--- config.mk ---
export PLATFORM = sky130hd
export DESIGN_NAME = alu_shift_flags_branch_execute_unit
export DESIGN_NICKNAME = d
export VERILOG_FILES = /design/src/rtl/asfbe_pkg.sv /design/src/rtl/alu_shift_flags_branch_execute_unit.sv /design/src/rtl/asfbe_shifter.sv /design/src/rtl/asfbe_alu.sv
export SDC_FILE = /design/constraint.sdc
export NUM_CORES = 1
export LEC_CHECK = 0
export BUFFER_PORTS_ARGS = -buffer_cell sky130_fd_sc_hd__buf_2
export CAP_MARGIN = 5
export CORE_UTILIZATION = 50
export CTS_CLUSTER_DIAMETER = 200
export CTS_CLUSTER_SIZE = 28
export DETAILED_ROUTE_END_ITERATION = 16
export HOLD_SLACK_MARGIN = 0.08
export MAX_ROUTING_LAYER = met4
export PLACE_DENSITY = 0.82
export SLEW_MARGIN = 20
export SYNTH_ARGS = -nofsm -noshare
export SYNTH_HDL_FRONTEND = slang
export SYNTH_SLANG_ARGS = --single-unit
--- constraint.sdc ---
create_clock -name clk -period 5.7 [get_ports clk]
set_input_delay 1.425 -clock clk [delete_from_list [all_inputs] [get_ports clk]]
set_output_delay 1.425 -clock clk [all_outputs]
set_load 0.01 [all_outputs]
--- src/rtl/asfbe_pkg.sv ---
// shared types and codes for the alu/shift/flags/branch execute unit
package asfbe_pkg;

	localparam int unsigned WordW = 16;
	localparam int unsigned ImmW  = 5;
	localparam int unsigned DispW = 8;

	typedef logic [WordW-1:0] word_t;

	// operation codes
	typedef enum logic [2:0] {
		ACT_ADD    = 3'd0,
		ACT_ADC    = 3'd1,
		ACT_SUB    = 3'd2,
		ACT_SBC    = 3'd3,
		ACT_AND    = 3'd4,
		ACT_OR     = 3'd5,
		ACT_ADDR   = 3'd6,
		ACT_BRANCH = 3'd7
	} action_t;

	// one-bit shifter modes for operand a
	typedef enum logic [1:0] {
		SH_NONE = 2'd0,
		SH_ASR  = 2'd1,
		SH_ROR  = 2'd2,
		SH_RRC  = 2'd3
	} shift_t;

	// branch condition codes
	typedef enum logic [3:0] {
		CC_AL = 4'd0,
		CC_NV = 4'd1,
		CC_HI = 4'd2,
		CC_LS = 4'd3,
		CC_CC = 4'd4,
		CC_CS = 4'd5,
		CC_NE = 4'd6,
		CC_EQ = 4'd7,
		CC_VC = 4'd8,
		CC_VS = 4'd9,
		CC_PL = 4'd10,
		CC_MI = 4'd11,
		CC_GE = 4'd12,
		CC_LT = 4'd13,
		CC_GT = 4'd14,
		CC_LE = 4'd15
	} cond_t;

	// condition flags, packed in nibble order n z v c
	typedef struct packed {
		logic n;
		logic z;
		logic v;
		logic c;
	} flags_t;

	// decoded request held in the input register
	typedef struct packed {
		action_t           action;
		word_t             operand_a;
		word_t             operand_b;
		logic              immediate_form;
		logic [ImmW-1:0]   imm_bits;
		shift_t            shift_kind;
		logic              set_flags;
		cond_t             cond_code;
		logic [DispW-1:0]  branch_disp;
	} req_t;

	// state updates produced by the alu for one request
	typedef struct packed {
		flags_t flags;
		logic   sc_we;
		logic   sc;
	} upd_t;

endpackage

--- src/rtl/alu_shift_flags_branch_execute_unit.sv ---
// top level of the alu/shift/flags/branch execute unit
//
// Execute stage of a 16-bit processor. One request carries an instruction's
// operand values; one result carries the alu result, load/store address or
// sign-extended branch offset, the branch decision and the n z v c flags as
// they stand after the request.
// Channels: in_valid/in_ready take a request, out_valid/out_ready deliver
// its result. A request is taken on an edge where valid and ready are high.
// A request is taken into the input register, worked out by the shifter
// and alu in one pass, then captured in the result register, which drives
// the outputs; a stalled receiver holds it there. Throughput is one request
// per cycle while results are taken; the only loop is the flag and
// shifter carry registers, updated as a request leaves the input register,
// so the next request sees them at once.
// Reset clears both pipeline valids, the flags and the shifter carry.
// When the receiver stalls, the result register holds; the input register
// still takes one more request, then in_ready drops until out_ready returns.
module alu_shift_flags_branch_execute_unit (
	input  logic        clk,
	input  logic        arst_n,
	input  logic        in_valid,
	output logic        in_ready,
	input  logic [2:0]  action,
	input  logic [15:0] operand_a,
	input  logic [15:0] operand_b,
	input  logic        immediate_form,
	input  logic [4:0]  imm_bits,
	input  logic [1:0]  shift_kind,
	input  logic        set_flags,
	input  logic [3:0]  cond_code,
	input  logic [7:0]  branch_disp,
	output logic        out_valid,
	input  logic        out_ready,
	output logic [15:0] result_word,
	output logic        branch_taken,
	output logic [3:0]  flag_nibble
);

	asfbe_pkg::req_t   req_s1;
	logic              valid_s1;
	logic              valid_s2;
	logic              advance;
	asfbe_pkg::flags_t flags_q;
	logic              sc_q;
	asfbe_pkg::word_t  a_shifted;
	logic              sc_shifted;
	asfbe_pkg::word_t  alu_result;
	logic              alu_taken;
	asfbe_pkg::upd_t   upd;
	asfbe_pkg::word_t  result_s2;
	logic              taken_s2;
	asfbe_pkg::flags_t flags_s2;

	// handshake: the input register moves on when the result register frees up
	assign advance  = valid_s1 && (!valid_s2 || out_ready);
	assign in_ready = !valid_s1 || advance;

	// input register
	always_ff @(posedge clk or negedge arst_n) begin
		if (!arst_n) begin
			valid_s1 <= 1'b0;
		end else if (in_ready) begin
			valid_s1 <= in_valid;
		end
	end

	always_ff @(posedge clk) begin
		if (in_valid && in_ready) begin
			req_s1.action         <= asfbe_pkg::action_t'(action);
			req_s1.operand_a      <= operand_a;
			req_s1.operand_b      <= operand_b;
			req_s1.immediate_form <= immediate_form;
			req_s1.imm_bits       <= imm_bits;
			req_s1.shift_kind     <= asfbe_pkg::shift_t'(shift_kind);
			req_s1.set_flags      <= set_flags;
			req_s1.cond_code      <= asfbe_pkg::cond_t'(cond_code);
			req_s1.branch_disp    <= branch_disp;
		end
	end

	// shifter and alu
	asfbe_shifter u_shifter (
		.a      (req_s1.operand_a),
		.kind   (req_s1.shift_kind),
		.sc_in  (sc_q),
		.a_out  (a_shifted),
		.sc_out (sc_shifted)
	);

	asfbe_alu u_alu (
		.req        (req_s1),
		.a_shifted  (a_shifted),
		.sc_shifted (sc_shifted),
		.flags_in   (flags_q),
		.result     (alu_result),
		.taken      (alu_taken),
		.upd        (upd)
	);

	// flag and shifter carry state, written as a request leaves the input register
	always_ff @(posedge clk or negedge arst_n) begin
		if (!arst_n) begin
			flags_q <= '0;
			sc_q    <= 1'b0;
		end else if (advance) begin
			flags_q <= upd.flags;
			if (upd.sc_we) begin
				sc_q <= upd.sc;
			end
		end
	end

	// result register
	always_ff @(posedge clk or negedge arst_n) begin
		if (!arst_n) begin
			valid_s2 <= 1'b0;
		end else if (!valid_s2 || out_ready) begin
			valid_s2 <= valid_s1;
		end
	end

	always_ff @(posedge clk) begin
		if (advance) begin
			result_s2 <= alu_result;
			taken_s2  <= alu_taken;
			flags_s2  <= upd.flags;
		end
	end

	assign out_valid    = valid_s2;
	assign result_word  = result_s2;
	assign branch_taken = taken_s2;
	assign flag_nibble  = flags_s2;

endmodule

--- src/rtl/asfbe_shifter.sv ---
// one-bit shifter for operand a with shifter carry out
module asfbe_shifter (
	input  asfbe_pkg::word_t  a,
	input  asfbe_pkg::shift_t kind,
	input  logic              sc_in,
	output asfbe_pkg::word_t  a_out,
	output logic              sc_out
);

	// shift right by one or pass unchanged; a bit shifted out goes to the shifter carry
	always_comb begin
		unique case (kind)
			asfbe_pkg::SH_NONE: begin
				a_out  = a;
				sc_out = 1'b0;
			end
			asfbe_pkg::SH_ASR: begin
				a_out  = {a[asfbe_pkg::WordW-1], a[asfbe_pkg::WordW-1:1]};
				sc_out = a[0];
			end
			asfbe_pkg::SH_ROR: begin
				a_out  = {a[0], a[asfbe_pkg::WordW-1:1]};
				sc_out = a[0];
			end
			asfbe_pkg::SH_RRC: begin
				a_out  = {sc_in, a[asfbe_pkg::WordW-1:1]};
				sc_out = a[0];
			end
			default: begin
				a_out  = a;
				sc_out = 1'b0;
			end
		endcase
	end

endmodule

--- src/rtl/asfbe_alu.sv ---
// adder, logic ops, address, branch condition and flag update
module asfbe_alu (
	input  asfbe_pkg::req_t   req,
	input  asfbe_pkg::word_t  a_shifted,
	input  logic              sc_shifted,
	input  asfbe_pkg::flags_t flags_in,
	output asfbe_pkg::word_t  result,
	output logic              taken,
	output asfbe_pkg::upd_t   upd
);

	asfbe_pkg::word_t          a_eff;
	asfbe_pkg::word_t          b_eff;
	asfbe_pkg::word_t          bb;
	logic                      is_sub;
	logic                      cin;
	logic [asfbe_pkg::WordW:0] sum;
	asfbe_pkg::word_t          sum_w;
	logic                      lt;

	// operand selection: immediate form skips the shifter
	assign a_eff = req.immediate_form ? req.operand_a : a_shifted;
	assign b_eff = req.immediate_form
		? {{(asfbe_pkg::WordW-asfbe_pkg::ImmW){req.imm_bits[asfbe_pkg::ImmW-1]}}, req.imm_bits}
		: req.operand_b;

	// adder with carry in
	assign is_sub = (req.action == asfbe_pkg::ACT_SUB) || (req.action == asfbe_pkg::ACT_SBC);
	assign bb     = is_sub ? ~b_eff : b_eff;

	always_comb begin
		unique case (req.action)
			asfbe_pkg::ACT_ADC: cin = flags_in.c;
			asfbe_pkg::ACT_SUB: cin = 1'b1;
			asfbe_pkg::ACT_SBC: cin = ~flags_in.c;
			default:            cin = 1'b0;
		endcase
	end

	assign sum   = {1'b0, a_eff} + {1'b0, bb} + {{asfbe_pkg::WordW{1'b0}}, cin};
	assign sum_w = sum[asfbe_pkg::WordW-1:0];
	assign lt    = flags_in.n ^ flags_in.v;

	// result, branch decision and state updates
	always_comb begin
		result    = sum_w;
		taken     = 1'b0;
		upd.flags = flags_in;
		upd.sc_we = ~req.immediate_form && (req.action != asfbe_pkg::ACT_BRANCH);
		upd.sc    = sc_shifted;
		unique case (req.action)
			asfbe_pkg::ACT_ADD, asfbe_pkg::ACT_ADC,
			asfbe_pkg::ACT_SUB, asfbe_pkg::ACT_SBC: begin
				if (req.set_flags) begin
					upd.flags.n = sum_w[asfbe_pkg::WordW-1];
					upd.flags.z = (sum_w == '0);
					upd.flags.v = (a_eff[asfbe_pkg::WordW-1] ^ sum_w[asfbe_pkg::WordW-1])
						& (bb[asfbe_pkg::WordW-1] ^ sum_w[asfbe_pkg::WordW-1]);
					upd.flags.c = sum[asfbe_pkg::WordW] ^ is_sub;
				end
			end
			asfbe_pkg::ACT_AND, asfbe_pkg::ACT_OR: begin
				result = (req.action == asfbe_pkg::ACT_AND) ? (a_eff & b_eff) : (a_eff | b_eff);
				if (req.set_flags) begin
					upd.flags.n = result[asfbe_pkg::WordW-1];
					upd.flags.z = (result == '0);
					upd.flags.v = 1'b0;
					upd.flags.c = ~req.immediate_form && (req.shift_kind != asfbe_pkg::SH_NONE)
						&& sc_shifted;
				end
			end
			asfbe_pkg::ACT_ADDR: begin
				result = a_eff + b_eff;
			end
			asfbe_pkg::ACT_BRANCH: begin
				result = {{(asfbe_pkg::WordW-asfbe_pkg::DispW){req.branch_disp[asfbe_pkg::DispW-1]}},
					req.branch_disp};
				unique case (req.cond_code)
					asfbe_pkg::CC_AL: taken = 1'b1;
					asfbe_pkg::CC_NV: taken = 1'b0;
					asfbe_pkg::CC_HI: taken = ~(flags_in.c | flags_in.z);
					asfbe_pkg::CC_LS: taken = flags_in.c | flags_in.z;
					asfbe_pkg::CC_CC: taken = ~flags_in.c;
					asfbe_pkg::CC_CS: taken = flags_in.c;
					asfbe_pkg::CC_NE: taken = ~flags_in.z;
					asfbe_pkg::CC_EQ: taken = flags_in.z;
					asfbe_pkg::CC_VC: taken = ~flags_in.v;
					asfbe_pkg::CC_VS: taken = flags_in.v;
					asfbe_pkg::CC_PL: taken = ~flags_in.n;
					asfbe_pkg::CC_MI: taken = flags_in.n;
					asfbe_pkg::CC_GE: taken = ~lt;
					asfbe_pkg::CC_LT: taken = lt;
					asfbe_pkg::CC_GT: taken = ~(lt | flags_in.z);
					asfbe_pkg::CC_LE: taken = lt | flags_in.z;
					default:          taken = 1'b0;
				endcase
			end
			default: begin
				result = sum_w;
			end
		endcase
	end

endmodule

# After elaboration in Yosys (flattened, before gate mapping)
# Cells that the tools add are included.
# W data, S select, Z words.
# classes
n_addsub,3
eq_ne,26
n_mux,12
bitwise,18
reduce_logical,20
# op_table
op,n
$mux W16,4
$pmux W16 S4,1
$pmux W16 S3,1
$eq A4 B4 Y1 const B,8
$logic_not A16 Y1,2
$add A16 B16 Y17,1
$add A17 B1 Y17,1
$add A16 B16 Y16,1
$and A16 B16 Y16,1
$eq A4 B3 Y1 const B,4
$not A16 Y16,1
$or A16 B16 Y16,1
$pmux W1 S16,1
$eq A3 B3 Y1 const B,4
$eq A4 B2 Y1 const B,2
$mux W4,2
$not A1 Y1,8
$pmux W4 S2,1
$eq A3 B2 Y1 const B,2
$logic_and A1 B1 Y1,5
$eq A2 B2 Y1 const B,2
$eq A4 B1 Y1 const B,1
$logic_not A4 Y1,1
$reduce_or A4 Y1,1
other kinds (16),23
# totals
register_bits,84
out_inout_bits,23
elab_cells,101

# Longest topological paths before layout
# depth
word_depth,9
mapped_depth,16

# Modules after synthesis
# Synthesis repeated with hierarchy kept, for this count alone.
# hier_totals
hier_cells,568
area_unflattened_um2,6105.9
# by_module_without_submodules
mod,n_inst,cells_each,area_each_um2,seq_area_each_um2
asfbe_alu,1,450,3216.8,0.0
alu_shift_flags_branch_execute_unit,1,97,2630.0,2487.4
asfbe_shifter,1,21,259.0,0.0

# Least setup slack after synthesis
# OpenSTA, ideal clock, no wires.
# synth_timing
path_type,register -> register
start,register req_s1[20] in the netlist's numbering
end,"register flags_s2 (netlist bit flag_nibble[2]), data pin"
setup_ns,0.146
arrival_time_ns,4.013
required_ns,5.554
path_slack_ns,1.541
path_stages_with_launch,17
period_less_slack_ns,4.159
cell_sequence,edfxtp_1 clkbuf_1 inv_1 o21ai_1 mux2_2 inv_1 fa_1 inv_1 fa_1 a211oi_1 o21a_2 nor3_1 or3b_1 or4b_1 a2111oi_2 a41oi_1 o21ai_1
# synth_lines
element,line,rtl
from (decl),alu_shift_flags_branch_execute_unit.sv:39,asfbe_pkg::req_t req_s1;
to (signal assigned),alu_shift_flags_branch_execute_unit.sv:126,flags_s2 <= upd.flags;
to (decl),alu_shift_flags_branch_execute_unit.sv:52,asfbe_pkg::flags_t flags_s2;

==> results.sh <==
export IMPL_status="completed"
export IMPL_dp_cells=768
export IMPL_ioPinCount=83
export IMPL_area_growth_pct=15.34
export IMPL_syn_avg_cell_area_um2=10.23
export IMPL_drt_initial_drc_count=354
export IMPL_min_period_over_period=0.7950
export IMPL_cts_htree_levels=3
export IMPL_vias=4554
export IMPL_grt_pass1_vias=4459
export IMPL_yosys_area_top_type_share=0.4043
export IMPL_synthMuxAreaShare=0.05119
export IMPL_cts_tree="yes"
export IMPL_die_y_um=109.0
export IMPL_grt_antenna_before_repair=0
export IMPL_synth_top_area_cell="edfxtp_1"
export IMPL_synth_simple_area_share=0.1264
export IMPL_port_buffers=82
export IMPL_postCtsSetupBuffers=0
export IMPL_final_net_count=749
export IMPL_holdWs_ps=529.9
export IMPL_synth_edf_count=77
export IMPL_num_rows=38
export IMPL_synthAdderAreaFrac=0.1133
export IMPL_path_class="reg -> reg"
export IMPL_synth_async_reset_ratio=0.08333
export IMPL_hp_class="reg -> reg"
export IMPL_synth_common_cells="edfxtp_1, ha_1, inv_1"
export IMPL_synth_compound_area_frac=0.1741
export IMPL_cp_arrival_ps=4730
export IMPL_holdBufCountCts=0
export IMPL_syn_area_um2=5719
export IMPL_grt_util_all_layers=0.2603
export IMPL_drcViolationCount=0
export IMPL_synthXorXnorAreaFrac=0.05666
export IMPL_clock_path_buffers=2
export IMPL_grt_pass1_wl_um=22450
export IMPL_drv_slew=0
export IMPL_diodes=0
export IMPL_max_cap_violations=0
export IMPL_ys_flop_type="edfxtp_1"
export IMPL_drive_above_1_share=0.2034
export IMPL_viasPerCell=5.809
export IMPL_fp_dieW_um=109.0
export IMPL_end_kind="flop"
export IMPL_ys_warn_count=0
export IMPL_path_max_fanout=14
export IMPL_first_pass_iters=5
export IMPL_overflow=0
export IMPL_cp_start_kind="flop"
export IMPL_ant_nets=0
export IMPL_synth_nets=669
export IMPL_clk_latency_ps=350
export IMPL_place_hpwl_um=10750
export IMPL_cts_resized=0
export IMPL_wl_per_cell_um=17.72
export IMPL_synthTopCellsByArea="edfxtp_1, ha_1, xnor2_1"
export IMPL_start_util=0.5207
export IMPL_place_congestion=0.9392
export IMPL_required_ps=5900
export IMPL_yosysSeqAreaShare=0.4349
export IMPL_syn_inst=559
export IMPL_worst_pin_slew_ps=913.7
export IMPL_fin_util=0.6006
export IMPL_ys_ff_latch=84
export IMPL_ir_worst_vdd_uv=193.4
export IMPL_relSlewSlack=0.3902
export IMPL_synth_cell_types=62
export IMPL_clkSinkCount=84
export IMPL_setup_viol=0
export IMPL_synth_most_common_cell="edfxtp_1"
export IMPL_fmax_mhz=220.7
export IMPL_cts_buffers=9
export IMPL_finalSetupTns_ps=0
export IMPL_core_area_um2=10980
export IMPL_clockRootBuffer="clkbuf_16"
export IMPL_fin_skew_ps=11.21
export IMPL_grt_start_max_net_pins=57
export IMPL_wirelength_um=13890
export IMPL_rsz0062_at_grt="false"
export IMPL_leakage_nw=2.758
export IMPL_clkTransAtPathRegs_ps=60
export IMPL_finalNonFillerCells=784
export IMPL_synth_top_family_by_area="compound AO/OA/AOI/OAI gates"
export IMPL_die_area_um2=11870
export IMPL_hold_viol_final=0
export IMPL_finalCriticalPeriod_ps=4532
export IMPL_powerDensity_nw_per_um2=315.8
[worst max-delay path: stages (launching register included)]
cell,delay [ps]
edfxtp_1,520
inv_1,380
o21ai_1,160
mux2_2,310
inv_1,120
fa_1,210
inv_1,60
fa_1,420
a211oi_1,360
o21a_2,230
nor3_1,50
or3b_1,360
or4b_1,590
a2111oi_2,230
a41oi_1,200
o21ai_1,180
[path summary, 6_finish.rpt]
check                                start             end  slack (ps)  cells past startpoint
worst max-delay path            req_s1[20]  flag_nibble[2]        1170                     15
worst min-delay path              valid_s1       out_valid         530                      1
worst max register to register  req_s1[20]  flag_nibble[2]        1170                     15
worst min register to register    valid_s1       out_valid         530                      1
max in group asynchronous           arst_n            sc_q        4610                      1
min in group asynchronous           arst_n      flags_q[0]         920                      1
[report_power, final]
| part | total, W | internal [W] | switching [W] |
|---|---|---|---|
| sequential | 0.000778 | 0.000750 | 0.0000278 |
| clock | 0.000631 | 0.000385 | 0.000246 |
| combinational | 0.000674 | 0.000280 | 0.000395 |
[per-layer routing]
metal,part of all wire,vias up,GRT usage
li1,-,2212,-
met1,0.46,2123,0.3533
met2,0.45,195,0.3895
met3,0.075,24,0.04961
met4,0.019,0,0.09073
met5,0,-,-
[kinds of logic (layout without fill, tap and decap cells)]
family | after synthesis | count (layout)
muxes | 27 | 27
DFF | 84 | 84
AOI/OAI and AO/OA | 149 | 149
xor gates and xnor gates | 37 | 37
adders and majority gates | 50 | 50
buffers and inverters | 66 | 151
and+or+nand+nor | 146 | 146
[metrics by stage]
stage / worst slack [ps] / instance area, um2 / total power (W)
final: 1168 / 6596 / 0.002083
after floorplan: 1541 / 5719 / 0.001271
after global routing: 886.9 / 6596 / 0.002188
after global placement: 1283 / 6280 / 0.001432
after detailed placement: 1171 / 6280 / 0.001449
after CTS: 1162 / 6596 / 0.002083
[placed cells by master, fill, tap and decap left out, drive strengths merged, types with 3 or more instances in the layout]
| cell | count |
|---|---|
| dfrtp | 7 |
| xor2 | 11 |
| nor2 | 40 |
| mux2i | 9 |
| o21a | 9 |
| a21oi | 39 |
| nand4 | 4 |
| inv | 48 |
| nor4 | 5 |
| nand3 | 8 |
| buf | 88 |
| o21ai | 32 |
| nand3b | 4 |
| clkinv | 3 |
| o31a | 4 |
| nor3b | 6 |
| a2111oi | 3 |
| o211ai | 3 |
| nor3 | 12 |
| fa | 3 |
| a211oi | 12 |
| clkbuf | 10 |
| nand2b | 11 |
| a21o | 6 |
| o21bai | 7 |
| o221ai | 4 |
| and2 | 5 |
| xnor2 | 26 |
| ha | 47 |
| nor2b | 3 |
| edfxtp | 77 |
| o32a | 5 |
| nand2 | 37 |
| mux2 | 18 |
| o31ai | 7 |
[state kept, by name, indices dropped and copies added, names as in the netlist]
name / flops
branch_taken: 1
valid_s1: 1
flag_nibble: 4
req_s1: 56
sc_q: 1
out_valid: 1
result_word: 16
flags_q: 4
[final cells by class]
cell class | instances | area [um2]
Fill cell | 922 | 4387
Multi-Input combinational cell | 409 | 2985
Sequential cell | 84 | 2487
Timing Repair Buffer | 88 | 455.4
Clock buffer | 10 | 229.0
Inverter | 47 | 176.4
Tap cell | 140 | 175.2
Clock inverter | 6 | 87.58
Note: power is estimated with default switching activity, not from simulation.
